[src/hdl/bavm_pkg.sv]
// types and constants shared by the byte accumulator vm executor
// used by bavm_ctrl, bavm_dp and byte_accumulator_vm_executor
`default_nettype none

package bavm_pkg;

	localparam int unsigned BYTE_W = 8;
	localparam int unsigned CNT_W  = 32;
	localparam int unsigned DIV_CW = 3;

	// item kinds, carried on s_tuser
	localparam logic [1:0] KIND_EXEC = 2'd0;
	localparam logic [1:0] KIND_MEM  = 2'd1;
	localparam logic [1:0] KIND_REG  = 2'd2;

	// register indexes for register-load items
	localparam logic [1:0] REG_IP  = 2'd0;
	localparam logic [1:0] REG_SP  = 2'd1;
	localparam logic [1:0] REG_EAX = 2'd2;
	localparam logic [1:0] REG_EBX = 2'd3;

	// opcodes
	localparam logic [7:0] OP_HALT         = 8'd0;
	localparam logic [7:0] OP_JUMP         = 8'd1;
	localparam logic [7:0] OP_BNE          = 8'd2;
	localparam logic [7:0] OP_LOAD_SP      = 8'd3;
	localparam logic [7:0] OP_LOAD_EAX_MEM = 8'd4;
	localparam logic [7:0] OP_LOAD_EAX_IB  = 8'd5;
	localparam logic [7:0] OP_STORE_EAX    = 8'd6;
	localparam logic [7:0] OP_LOAD_EBX_MEM = 8'd7;
	localparam logic [7:0] OP_LOAD_EBX_IB  = 8'd8;
	localparam logic [7:0] OP_STORE_EBX    = 8'd9;
	localparam logic [7:0] OP_STORE_1      = 8'd10;
	localparam logic [7:0] OP_INC          = 8'd11;
	localparam logic [7:0] OP_ADD          = 8'd12;
	localparam logic [7:0] OP_MUL          = 8'd13;
	localparam logic [7:0] OP_DIV          = 8'd14;
	localparam logic [7:0] OP_XOR          = 8'd15;

	// result status codes
	localparam logic [2:0] ST_OK      = 3'd0;
	localparam logic [2:0] ST_HALT    = 3'd1;
	localparam logic [2:0] ST_ILLEGAL = 3'd2;
	localparam logic [2:0] ST_SKIP    = 3'd3;
	localparam logic [2:0] ST_DIVZERO = 3'd4;

	typedef enum logic [1:0] {
		S_IDLE,
		S_EXEC,
		S_DIV,
		S_PUSH
	} state_t;

	typedef struct packed {
		logic accept;
		logic exec;
		logic div_step;
		logic push;
	} cmd_t;

	typedef struct packed {
		logic div_go;
		logic div_last;
	} stat_t;

endpackage

`default_nettype wire

[src/hdl/bavm_dp.sv]
// datapath: register file, data memory, op counter, stop flag, divider, result register
// depends on bavm_pkg; driven by bavm_ctrl through cmd_t and stat_t
`default_nettype none

module bavm_dp #(
	parameter int unsigned MEM_DEPTH = 256
) (
	input  wire logic            clk,
	input  wire logic            arst_n,
	input  wire bavm_pkg::cmd_t  cmd,
	output bavm_pkg::stat_t      stat,
	input  wire logic [23:0]     s_tdata,
	input  wire logic [1:0]      s_tuser,
	input  wire logic            s_tlast,
	output logic [63:0]          m_tdata,
	output logic [3:0]           m_tuser
);

	localparam int unsigned AW = $clog2(MEM_DEPTH);
	localparam logic [11:0] D1 = 12'(MEM_DEPTH);
	localparam logic [11:0] D2 = 12'(MEM_DEPTH * 2);
	localparam logic [11:0] D4 = 12'(MEM_DEPTH * 4);
	localparam logic [11:0] D8 = 12'(MEM_DEPTH * 8);
	localparam int unsigned DIV_CW_W = bavm_pkg::DIV_CW;

	// byte address reduced modulo the memory depth; quotient stays below 16
	function automatic logic [AW-1:0] mem_index(input logic [7:0] a);
		logic [11:0] r;
		r = {4'b0, a};
		if (r >= D8) r = 12'(r - D8);
		if (r >= D4) r = 12'(r - D4);
		if (r >= D2) r = 12'(r - D2);
		if (r >= D1) r = 12'(r - D1);
		return r[AW-1:0];
	endfunction

	// architectural state
	logic [7:0]  ip_q, sp_q, eax_q, ebx_q;
	logic [31:0] cnt_q;
	logic        stopped_q;

	// latched item
	logic [1:0] kind_q;
	logic [7:0] opc_q, addr_q, data_q;
	logic       last_q;

	// memory
	logic [7:0]    mem_q [MEM_DEPTH];
	logic [7:0]    rdata_q;
	logic [AW-1:0] rd_addr;
	logic [7:0]    rd_byte;
	logic          mem_we;
	logic [AW-1:0] mem_wa;
	logic [7:0]    mem_wd;

	// per-item result
	logic [2:0] status_q;
	logic       proceed_q;

	// divider
	logic [7:0]          quo_q, rem_q;
	logic [DIV_CW_W-1:0] div_cnt_q;
	logic [8:0]          div_sh;
	logic                div_ge;

	// next values computed in the execute cycle
	logic [7:0]  ip_n, sp_n, eax_n, ebx_n;
	logic [31:0] cnt_n;
	logic        stop_n, proceed_n;
	logic [2:0]  st_n;
	logic [15:0] prod;
	logic [7:0]  ip_inc1, ip_inc2;
	logic        in_sp_op;

	assign ip_inc1 = 8'(ip_q + 8'd1);
	assign ip_inc2 = 8'(ip_q + 8'd2);
	assign prod    = {8'b0, eax_q} * {8'b0, ebx_q};

	// read issued in the transfer cycle, from the incoming opcode
	assign in_sp_op = (s_tdata[7:0] == bavm_pkg::OP_LOAD_EAX_MEM) ||
	                  (s_tdata[7:0] == bavm_pkg::OP_LOAD_EBX_MEM);
	assign rd_byte  = in_sp_op ? sp_q : ip_inc1;
	assign rd_addr  = mem_index(rd_byte);

	always_ff @(posedge clk) begin
		if (mem_we) begin
			mem_q[mem_wa] <= mem_wd;
		end
		if (cmd.accept) begin
			rdata_q <= mem_q[rd_addr];
		end
	end

	always_ff @(posedge clk) begin
		if (cmd.accept) begin
			kind_q <= s_tuser;
			opc_q  <= s_tdata[7:0];
			addr_q <= s_tdata[15:8];
			data_q <= s_tdata[23:16];
			last_q <= s_tlast;
		end
	end

	always_comb begin
		ip_n      = ip_q;
		sp_n      = sp_q;
		eax_n     = eax_q;
		ebx_n     = ebx_q;
		cnt_n     = cnt_q;
		stop_n    = stopped_q;
		st_n      = bavm_pkg::ST_OK;
		proceed_n = !stopped_q;
		mem_we    = 1'b0;
		mem_wa    = mem_index(sp_q);
		mem_wd    = eax_q;
		case (kind_q)
			bavm_pkg::KIND_EXEC: begin
				if (stopped_q) begin
					st_n      = bavm_pkg::ST_SKIP;
					proceed_n = 1'b0;
				end else begin
					cnt_n = 32'(cnt_q + 32'd1);
					case (opc_q)
						bavm_pkg::OP_HALT: st_n = bavm_pkg::ST_HALT;
						bavm_pkg::OP_JUMP: ip_n = rdata_q;
						bavm_pkg::OP_BNE: begin
							ip_n = (eax_q != ebx_q) ? rdata_q : ip_inc2;
						end
						bavm_pkg::OP_LOAD_SP: begin
							sp_n = rdata_q;
							ip_n = ip_inc2;
						end
						bavm_pkg::OP_LOAD_EAX_MEM: begin
							eax_n = rdata_q;
							ip_n  = ip_inc1;
						end
						bavm_pkg::OP_LOAD_EAX_IB: begin
							eax_n = rdata_q;
							ip_n  = ip_inc2;
						end
						bavm_pkg::OP_STORE_EAX: begin
							mem_we = cmd.exec;
							ip_n   = ip_inc1;
						end
						bavm_pkg::OP_LOAD_EBX_MEM: begin
							ebx_n = rdata_q;
							ip_n  = ip_inc1;
						end
						bavm_pkg::OP_LOAD_EBX_IB: begin
							ebx_n = rdata_q;
							ip_n  = ip_inc2;
						end
						bavm_pkg::OP_STORE_EBX: begin
							mem_we = cmd.exec;
							mem_wd = ebx_q;
							ip_n   = ip_inc1;
						end
						bavm_pkg::OP_STORE_1: begin
							mem_we = cmd.exec;
							mem_wd = 8'd1;
							ip_n   = ip_inc1;
						end
						bavm_pkg::OP_INC: begin
							eax_n = 8'(eax_q + 8'd1);
							ip_n  = ip_inc1;
						end
						bavm_pkg::OP_ADD: begin
							eax_n = 8'(eax_q + ebx_q);
							ip_n  = ip_inc1;
						end
						bavm_pkg::OP_MUL: begin
							eax_n = prod[7:0];
							ip_n  = ip_inc1;
						end
						bavm_pkg::OP_DIV: begin
							// quotient written later by the divider
							ip_n = ip_inc1;
							if (ebx_q == 8'd0) st_n = bavm_pkg::ST_DIVZERO;
						end
						bavm_pkg::OP_XOR: begin
							eax_n = eax_q ^ ebx_q;
							ip_n  = ip_inc1;
						end
						default: st_n = bavm_pkg::ST_ILLEGAL;
					endcase
					if (st_n == bavm_pkg::ST_HALT || st_n == bavm_pkg::ST_ILLEGAL) begin
						stop_n = 1'b1;
					end
					proceed_n = !stop_n;
				end
				if (last_q) stop_n = 1'b0;
			end
			bavm_pkg::KIND_MEM: begin
				mem_we = cmd.exec;
				mem_wa = mem_index(addr_q);
				mem_wd = data_q;
			end
			bavm_pkg::KIND_REG: begin
				case (addr_q[1:0])
					bavm_pkg::REG_IP:  ip_n  = data_q;
					bavm_pkg::REG_SP:  sp_n  = data_q;
					bavm_pkg::REG_EAX: eax_n = data_q;
					bavm_pkg::REG_EBX: ebx_n = data_q;
					default: ip_n = ip_q;
				endcase
			end
			default: ip_n = ip_q;
		endcase
	end

	assign stat.div_go   = (kind_q == bavm_pkg::KIND_EXEC) && !stopped_q &&
	                       (opc_q == bavm_pkg::OP_DIV) && (ebx_q != 8'd0);
	assign stat.div_last = (div_cnt_q == {DIV_CW_W{1'b1}});

	// restoring divider, one quotient bit per cycle
	assign div_sh = {rem_q, quo_q[7]};
	assign div_ge = (div_sh >= {1'b0, ebx_q});

	always_ff @(posedge clk) begin
		if (cmd.exec && stat.div_go) begin
			quo_q     <= eax_q;
			rem_q     <= 8'd0;
			div_cnt_q <= '0;
		end else if (cmd.div_step) begin
			quo_q     <= {quo_q[6:0], div_ge};
			rem_q     <= div_ge ? 8'(div_sh - {1'b0, ebx_q}) : div_sh[7:0];
			div_cnt_q <= DIV_CW_W'(div_cnt_q + 1'b1);
		end
	end

	always_ff @(posedge clk or negedge arst_n) begin
		if (!arst_n) begin
			ip_q      <= 8'd0;
			sp_q      <= 8'd0;
			eax_q     <= 8'd0;
			ebx_q     <= 8'd0;
			cnt_q     <= 32'd0;
			stopped_q <= 1'b0;
		end else if (cmd.exec) begin
			ip_q      <= ip_n;
			sp_q      <= sp_n;
			eax_q     <= eax_n;
			ebx_q     <= ebx_n;
			cnt_q     <= cnt_n;
			stopped_q <= stop_n;
		end else if (cmd.div_step && stat.div_last) begin
			eax_q <= {quo_q[6:0], div_ge};
		end
	end

	always_ff @(posedge clk) begin
		if (cmd.exec) begin
			status_q  <= st_n;
			proceed_q <= proceed_n;
		end
	end

	// result register, snapshot of the state after the item
	always_ff @(posedge clk) begin
		if (cmd.push) begin
			m_tdata <= {cnt_q, ebx_q, eax_q, sp_q, ip_q};
			m_tuser <= {status_q, proceed_q};
		end
	end

endmodule

`default_nettype wire

[src/hdl/bavm_ctrl.sv]
// controller: item sequencing, divider stepping and result handoff
// depends on bavm_pkg; commands bavm_dp through cmd_t, reads stat_t
`default_nettype none

module bavm_ctrl (
	input  wire logic             clk,
	input  wire logic             arst_n,
	input  wire logic             s_tvalid,
	output logic                  s_tready,
	output logic                  m_tvalid,
	input  wire logic             m_tready,
	input  wire bavm_pkg::stat_t  stat,
	output bavm_pkg::cmd_t        cmd
);

	bavm_pkg::state_t state_q, state_n;
	logic             out_valid_q;
	logic             out_free;

	assign out_free = !out_valid_q || m_tready;
	assign m_tvalid = out_valid_q;

	always_ff @(posedge clk or negedge arst_n) begin
		if (!arst_n) begin
			state_q <= bavm_pkg::S_IDLE;
		end else begin
			state_q <= state_n;
		end
	end

	always_comb begin
		state_n = state_q;
		case (state_q)
			bavm_pkg::S_IDLE: begin
				if (s_tvalid) state_n = bavm_pkg::S_EXEC;
			end
			bavm_pkg::S_EXEC: begin
				state_n = stat.div_go ? bavm_pkg::S_DIV : bavm_pkg::S_PUSH;
			end
			bavm_pkg::S_DIV: begin
				if (stat.div_last) state_n = bavm_pkg::S_PUSH;
			end
			bavm_pkg::S_PUSH: begin
				// next item may be taken in the same cycle as the result
				if (out_free) state_n = s_tvalid ? bavm_pkg::S_EXEC : bavm_pkg::S_IDLE;
			end
			default: state_n = bavm_pkg::S_IDLE;
		endcase
	end

	always_comb begin
		s_tready     = 1'b0;
		cmd.exec     = 1'b0;
		cmd.div_step = 1'b0;
		cmd.push     = 1'b0;
		case (state_q)
			bavm_pkg::S_IDLE: s_tready = 1'b1;
			bavm_pkg::S_EXEC: cmd.exec = 1'b1;
			bavm_pkg::S_DIV:  cmd.div_step = 1'b1;
			bavm_pkg::S_PUSH: begin
				s_tready = out_free;
				cmd.push = out_free;
			end
			default: s_tready = 1'b0;
		endcase
		cmd.accept = s_tvalid && s_tready;
	end

	always_ff @(posedge clk or negedge arst_n) begin
		if (!arst_n) begin
			out_valid_q <= 1'b0;
		end else if (cmd.push) begin
			out_valid_q <= 1'b1;
		end else if (m_tready) begin
			out_valid_q <= 1'b0;
		end
	end

`ifndef SYNTHESIS
	a_push_free: assert property (@(posedge clk) disable iff (!arst_n)
		cmd.push |-> (!out_valid_q || m_tready))
		else $error("result loaded over an untaken result");
	a_accept_exec: assert property (@(posedge clk) disable iff (!arst_n)
		cmd.accept |=> (state_q == bavm_pkg::S_EXEC))
		else $error("accepted item not executed next cycle");
	a_div_done: assert property (@(posedge clk) disable iff (!arst_n)
		(state_q == bavm_pkg::S_DIV && stat.div_last) |=> (state_q == bavm_pkg::S_PUSH))
		else $error("divider finished without result handoff");
	a_busy_no_accept: assert property (@(posedge clk) disable iff (!arst_n)
		(state_q == bavm_pkg::S_EXEC || state_q == bavm_pkg::S_DIV) |-> !s_tready)
		else $error("input taken while an item is in work");
`endif

endmodule

`default_nettype wire

[src/hdl/byte_accumulator_vm_executor.sv]
// byte accumulator vm executor: 8-bit toy machine, one result per input item
// depends on bavm_pkg, bavm_ctrl and bavm_dp
//
// s_* channel: items. s_tuser is the kind (execute, memory load, register load),
// s_tlast closes a batch, s_tdata carries opcode, address and data.
// m_* channel: one result per item, the machine registers and op count after
// the item plus proceed and status.
// An item is transferred when tvalid and tready are both high.
// The memory read is issued in the transfer cycle and the item executes in
// the next one (S_EXEC); a divide with a nonzero divisor then runs the
// bit-serial divider (S_DIV), and the result is loaded into the output
// register in S_PUSH once that register is free. The next item is taken
// while the result register is loaded, and while a result waits the input
// is held off only once the following item is done and needs the register.
// Reset clears the registers, the op count and the stop flag; the data memory
// holds no defined value until written. A stalled receiver holds the result
// stable and stalls the input after at most one more item.
`default_nettype none

module byte_accumulator_vm_executor #(
	parameter int unsigned MEM_DEPTH = 256
) (
	input  wire logic        clk,
	input  wire logic        arst_n,
	input  wire logic        s_tvalid,
	output logic             s_tready,
	input  wire logic [23:0] s_tdata,  // opcode[7:0], address[15:8], data[23:16]
	input  wire logic [1:0]  s_tuser,  // kind[1:0]
	input  wire logic        s_tlast,
	output logic             m_tvalid,
	input  wire logic        m_tready,
	output logic [63:0]      m_tdata,  // ip_value[7:0], sp_value[15:8], eax_value[23:16],
	                                   // ebx_value[31:24], executed_count[63:32]
	output logic [3:0]       m_tuser   // proceed[0], status[3:1]
);

	bavm_pkg::cmd_t  cmd;
	bavm_pkg::stat_t stat;

	bavm_ctrl u_ctrl (
		.clk      (clk),
		.arst_n   (arst_n),
		.s_tvalid (s_tvalid),
		.s_tready (s_tready),
		.m_tvalid (m_tvalid),
		.m_tready (m_tready),
		.stat     (stat),
		.cmd      (cmd)
	);

	bavm_dp #(
		.MEM_DEPTH (MEM_DEPTH)
	) u_dp (
		.clk     (clk),
		.arst_n  (arst_n),
		.cmd     (cmd),
		.stat    (stat),
		.s_tdata (s_tdata),
		.s_tuser (s_tuser),
		.s_tlast (s_tlast),
		.m_tdata (m_tdata),
		.m_tuser (m_tuser)
	);

endmodule

`default_nettype wire

[config.mk]
export PLATFORM = sky130hd
export DESIGN_NAME = byte_accumulator_vm_executor
export DESIGN_NICKNAME = d
export VERILOG_FILES = /design/src/hdl/bavm_pkg.sv /design/src/hdl/bavm_dp.sv /design/src/hdl/bavm_ctrl.sv /design/src/hdl/byte_accumulator_vm_executor.sv
export SDC_FILE = /design/constraint.sdc
export NUM_CORES = 2
export LEC_CHECK = 0
export BUFFER_PORTS_ARGS = -buffer_cell sky130_fd_sc_hd__buf_2
export CAP_MARGIN = 20
export CORE_MARGIN = 4
export CORE_UTILIZATION = 63
export CTS_CLUSTER_DIAMETER = 40
export DETAILED_ROUTE_END_ITERATION = 8
export GPL_ROUTABILITY_DRIVEN = 0
export PLACE_DENSITY_LB_ADDON = 0.1
export SKIP_CTS_REPAIR_TIMING = 1
export SYNTH_ARGS = -nofsm -noshare
export SYNTH_HDL_FRONTEND = slang
export SYNTH_HIERARCHICAL = 1
export SYNTH_SLANG_ARGS = --single-unit
export TNS_END_PERCENT = 50
[constraint.sdc]
create_clock -name clk -period 17.4 [get_ports clk]
set_input_delay 3.48 -clock clk [delete_from_list [all_inputs] [get_ports clk]]
set_output_delay 3.48 -clock clk [all_outputs]
set_load 0.02 [all_outputs]
## Word level (Yosys, flattened, before mapping)

Memory sizes are Yosys's and may differ from the RTL's. A register that Yosys moved wholly into a read port is not among the register bits.
Index checks and enable logic that the tools add are counted.

| storage, ports and cells | value |
|---|---|
| output and inout port bits | 70 |
| register bits | 186 |
| memories kept | 1 |
| bits of input ports | 31 |
| bits in writable memories | 2048 |

| operators by class | value |
|---|---|
| bitwise logic cells | 3 |
| equal/unequal tests | 43 |
| mux-type cells | 56 |
| magnitude comparators | 1 |
| reductions and logical operators | 36 |
| add/sub/neg operators | 7 |
| $mul | 1 |

Memory list:

| name | words | width | rd ports | clocked after memory_dff | wr ports | RTL line | source |
|---|---|---|---|---|---|---|---|
| u_dp.mem_q | 256 | 8 | 1 | 1 | 1 | bavm_dp.sv:48 | `logic [7:0] mem_q [MEM_DEPTH];` |

Operators by type and width:

| cell | number |
|---|---|
| $mux W8 | 19 |
| $pmux W8 S2 | 6 |
| $eq A8 B4 Y1 const B | 8 |
| $eq A8 B3 Y1 const B | 6 |
| $pmux W8 S5 | 1 |
| $add A32 B1 Y32 const B | 1 |
| $pmux W8 S4 | 1 |
| $reduce_and A5 Y1 | 4 |
| $mux W1 | 18 |
| $add A8 B1 Y8 const B | 2 |
| $eq A8 B2 Y1 const B | 2 |
| $logic_not A8 Y1 | 2 |
| $reduce_or A14 Y1 | 1 |
| $ne A2 B2 Y1 const B | 6 |
| $eq A2 B2 Y1 const B | 5 |
| $reduce_or A10 Y1 | 1 |
| $ge A9 B8 Y1 | 1 |
| $mux W3 | 3 |
| $ne A3 B3 Y1 const B | 3 |
| $pmux W3 S3 | 1 |
| $add A8 B2 Y8 const B | 1 |
| $add A8 B8 Y8 | 1 |
| $eq A8 B1 Y1 const B | 1 |
| $mul A8 B8 Y8 | 1 |
| other kinds (25) | 52 |

## Logic depth before layout (Yosys ltp)

| logic depth | value |
|---|---|
| word-level depth | 13 |
| gate-level depth with buffers | 19 |

## Modules after synthesis

Netlist, hierarchy kept.

By module, submodules not included:

| module | cells each | times used | area an instance (um2) |
|---|---|---|---|
| bavm_dp | 6569 | 1 | 91018.5 |
| bavm_ctrl | 23 | 1 | 237.7 |

## Worst setup path after synthesis

Ideal clock, no wire load.

| timing path | value |
|---|---|
| path type | reg2reg |
| from | register u_dp.opc_q[5] |
| to | memory u_dp.mem_q[0][1] (data pin) |
| setup slack | 3.414 ns |
| data arrival time | 11.798 ns |
| cell stages (with the launch flop) | 7 |
| period minus slack after synthesis | 13.986 ns |
| path through | edfxtp_1 -> or4_1 -> nor2_1 -> nand2_1 -> nor3_1 -> a22oi_1 -> o21ai_0 |

| between the ends | value |
|---|---|
| word-level cells in the longest chain between the ends | 4 |
| elaborated cells on any way between the ends | 5 |
| those cells by class | eq/ne: 2; mux: 3 |

Ends and longest elaborated chain:

| what | RTL line | source |
|---|---|---|
| from (decl) | bavm_dp.sv:44 | `logic [7:0] opc_q, addr_q, data_q;` |
| from (signal assigned) | bavm_dp.sv:97 | `opc_q <= s_tdata[7:0];` |
| $eq A8 B4 Y1 | bavm_dp.sv:123 | `case (opc_q)` |
| $pmux W8 S2 (*) | bavm_dp.sv:123 |  |
| $mux W8 (*) | bavm_dp.sv:118 | `if (stopped_q) begin` |
| $pmux W8 S2 (*) | bavm_dp.sv:116 | `case (kind_q)` |
| named net u_dp.mem_wd[1] | bavm_dp.sv:54 | `logic [7:0] mem_wd;` |
| to (decl) | bavm_dp.sv:48 |  |

The timed path passes the listed nets; every way through them passes the cells marked *.

## Final worst setup path

| timing path | value |
|---|---|
| from | input port s_tdata[0] |
| to | register u_dp.rdata_q[6], read port of u_dp.mem_q (data pin) |

| between the ends | value |
|---|---|
| word-level cells in the longest chain between the ends | 3 |
| elaborated cells on any way between the ends | 4 |
| those cells by class | eq/ne: 2; mux: 1; reduce/logical: 1 |

Ends and longest elaborated chain:

| what | RTL line | source |
|---|---|---|
| from (decl) | byte_accumulator_vm_executor.sv:27 | `input wire logic [23:0] s_tdata,` |
| $eq A8 B3 Y1 (on tied branches) | bavm_dp.sv:80, bavm_dp.sv:81 |  |
| $logic_or A1 B1 Y1 (*) | bavm_dp.sv:80 | `assign in_sp_op = (s_tdata[7:0] == bavm_pkg::OP_LOAD_EAX_MEM) \|\|` |
| $mux W8 (*) | bavm_dp.sv:82 | `assign rd_byte = in_sp_op ? sp_q : ip_inc1;` |
| to (decl) | bavm_dp.sv:49 | `logic [7:0] rdata_q;` |

Mark *: on every way between the ends. The rest lies on a longest branch, timed or not.
A chain may end at the register's enable or synchronous reset.

==> impl_metrics.yaml <==
status:
  run_status: "completed"
critical_path:
  worstSetupStartpointType: "input port"
  critical_path.max_fanout: 177
  critical_path_arrival_ps: 9270
  worstPathCellList: "buf_2 > xnor2_1 > nand4_1 > buf_4 > nand2_8 > buf_12 > buf_4 > buf_4 > mux2i_1 > o22ai_1 > o21ai_0 > nand4_1 > nor4_1 > nor4_2"
  cp_data_required_time_ps: 17980
  critical_path.most_common_cell: "buf_4"
  worst_path_max_delay_cell: "buf_4"
  critical_path.max_stage_delay_ps: 820
  timing.setup.critical_path_class: "in -> reg"
  timing.critical_path.to_type: "flop"
pwr:
  pwr_density_cell_nw_per_um2: 191.5
  vdd_ir_drop_max_mv: 0.2583
  p_leak_nw: 34.38
clock_network:
  cts.sink_count: 2242
  clk_latency_ps: 900
  clk_path_buf_depth: 4
  htree_levels: 5
  numCtsBuffers: 284
  cts_root_buffer_type: "clkbuf_16"
  clock_transition_at_the_registers_of_the_reported_paths_ps: 60
  tritoncts_clock_tree: "done"
floorplan:
  core-area_um2: 143800
  io_pins: 101
  die-width_um: 388.6
  die-area_um2: 151000
  die_h_um: 388.6
  start_util: 0.6345
  fp-row-count: 139
logic_synthesis:
  synth_compound_area_frac: 0.06654
  ys_async_sr_fraction: 0.03033
  synthesis.yosys.warnings: 6
  seq_area_frac_synth: 0.7328
  synthesis.instances: 6592
  area_share_of_fa_ha_maj_cells_after_synthesis: 0.009104
  synthesis.nets: 6681
  synth_xor_area_frac: 0.006993
  synthSimpleGateAreaFrac: 0.1237
  syn_area_per_cell_um2: 13.84
  synth.mux.area_fraction: 0.03402
  largest_family_of_logic_cells_by_synthesized_area: "simple AND/OR/NAND/NOR gates"
  cell_area_after_synthesis_um2: 91260
  ys_seq_elements: 2242
  synth_cell_type_count: 90
  synth_edf_count: 2163
  top_flip_flop_cell_by_instance_count_after_synthesis: "edfxtp_1"
route:
  vias_per_cell: 6.634
  detail_route.drc_violations: 0
  drt_first_pass_iters: 6
  vias: 58170
  detail_route.wl_per_cell_um: 28.28
  drt_iter0_markers: 7478
  totalWireLength_um: 248000
  antenna_left: 0
cells_and_area:
  num-fill-cells: 9299
  fin_util: 0.7109
  finish.cell_count_without_fillers: 8769
  fin_nets: 6755
  layout-drive-gt1-share: 0.1154
  syn_to_final_growth_pct: 12.05
placed_design:
  place.detailed.instances: 8278
  port_buffers: 100
  detailedPlacementHpwl_um: 143400
global_routing:
  antenna_found_initial: 3
  grt_start_max_net_pins: 226
  groute.usage.overall: 0.3257
  grt_overflow: 0
  grt_pass1_wl_um: 364700
  first_global_vias: 55050
timing:
  final_min_period_over_clock_period: 0.4991
  timing.hold.ws_ps: 418.4
  fmaxAchievable_mhz: 115.1
  finalClockSkew_ps: 50.08
  tightestPinTransition_ps: 1199
  max_slew_margin: 0.1977
  unrepaired_setup_endpoints_after_global_routing: "no"
  fin_setup_tns_ps: 0
  finalSetupViolations: 0
  period_minus_slack_ps: 8684
  final-hold-violation-count: 0
  slew_violations: 0
worst_hold_path:
  worst_min_path_class: "reg -> reg"
job:
  max_cap_violations: 0
## where the power goes
| part | internal [mW] | switching, mW |
|---|---|---|
| registers | 6.91 | 0.220 |
| logic | 1.75 | 5.06 |
| clock network | 3.44 | 2.20 |
## critical path, delay by kind of cell
kind                   cells  cell delay (ps)
XOR/XNOR                   1              460
AND/OR/NAND/NOR            5             1800
multiplexers               1              290
buffers and inverters      5             2580
AO/OA/AOI/OAI              2              330
## cells in the final DEF, fill, tap and decap left out, types with 55 or more instances in the layout
cell type  instances
edfxtp_1        2163
nand2_1         1520
nand3_1          405
nor2_1           314
clkbuf_16        293
a21oi_1          279
a31oi_1          193
o21ai_0          155
buf_2            102
nand4_1          102
buf_4             96
mux4_2            93
and3_1            88
a211oi_1          75
dfrtp_1           68
o2111ai_1         63
mux2i_1           55
## synth_stat cells (31+ instances only)
master / instances / area, µm²
nor2_1: 317 / 1190
nor3_1: 31 / 155.2
inv_1: 53 / 198.9
xnor2_1: 49 / 429.2
edfxtp_1: 2163 / 64950
nand3_1: 405 / 2027
a31oi_1: 194 / 1214
nand4_1: 102 / 638.1
and3_1: 88 / 550.5
buf_2: 124 / 620.6
dfrtp_1: 68 / 1702
mux4_2: 93 / 2095
ha_1: 44 / 550.5
a211oi_1: 75 / 563.0
clkbuf_1: 197 / 739.5
buf_1: 36 / 135.1
o2111ai_1: 63 / 551.8
o21ai_0: 164 / 820.8
a21oi_1: 281 / 1406
mux2i_1: 57 / 570.6
nand2_1: 1536 / 5766
## per-stage QoR
step | setup slack [ps] | cell area (µm²) | power [mW]
2_1_floorplan | 3414 | 91260 | 11.87
3_3_place_gp | 8073 | 93050 | 13.77
3_5_place_dp | 8002 | 93090 | 13.88
4_1_cts | 8874 | 102100 | 19.49
5_1_grt | 8566 | 102200 | 20.28
6_report | 8716 | 102300 | 19.58
## state kept, by name (all words and copies together), names as in the netlist, 2 cells and up
| register | count |
|---|---|
| u_dp/rdata_q | 8 |
| u_dp/div_cnt_q | 3 |
| u_dp/eax_q | 8 |
| u_dp/sp_q | 8 |
| u_dp/quo_q | 8 |
| u_dp/m_tdata | 64 |
| u_dp/rem_q | 8 |
| u_dp/opc_q | 8 |
| u_dp/cnt_q | 32 |
| u_dp/ip_q | 8 |
| u_dp/data_q | 8 |
| u_dp/status_q | 3 |
| u_dp/ebx_q | 8 |
| u_dp/mem_q | 2048 |
| u_dp/addr_q | 8 |
| u_ctrl/state_q | 2 |
| u_dp/m_tuser | 4 |
| u_dp/kind_q | 2 |
## per-layer routing
| layer | up-vias | global-route usage | share of wire |
|---|---|---|---|
| met5 | - | 0 | 0 |
| met2 | 3633 | 0.4959 | 0.46 |
| met4 | 0 | 0.1374 | 0.044 |
| met3 | 630 | 0.07261 | 0.11 |
| li1 | 24860 | - | - |
| met1 | 29050 | 0.4622 | 0.38 |
## kinds of logic (layout without fill, tap and decap cells)
kind of cell,count (synthesis),after routing
AOI/OAI and AO/OA,960,960
xor gates and xnor gates,72,72
adders and majority gates,58,58
buffers and inverters,477,746
DFF,2242,2242
muxes,169,169
other,0,5
and+or+nand+nor,2614,2614
## layout make-up
| type | instances | area [µm²] | share of cell area |
|---|---|---|---|
| Timing Repair Buffer | 211 | 1506 | 0.01473 |
| Multi-Input combinational cell | 3873 | 22220 | 0.2173 |
| Clock inverter | 152 | 1587 | 0.01552 |
| Clock buffer | 329 | 7467 | 0.07303 |
| Tap cell | 1903 | 2381 | 0.02329 |
| Sequential cell | 2242 | 66870 | 0.6540 |
| Inverter | 54 | 202.7 | 0.001982 |
| Antenna cell | 5 | 12.51 | 0.0001224 |
## worst paths after layout
| kind | from | endpoint | slack, ps | cells after the start |
|---|---|---|---|---|
| max | s_tdata[0] | u_dp/rdata_q[6] | 8720 | 14 |
| min | u_dp/status_q[2] | u_dp/m_tuser[3] | 420 | 0 |
| max reg2reg | u_dp/ip_q[0] | u_dp/rdata_q[6] | 10700 | 13 |
| min reg2reg | u_dp/status_q[2] | u_dp/m_tuser[3] | 420 | 0 |
| max in group asynchronous | arst_n | u_dp/sp_q[5] | 14000 | 1 |
| min in group asynchronous | arst_n | u_dp/cnt_q[5] | 2770 | 1 |
Note: power is estimated with default switching activity, not from simulation.
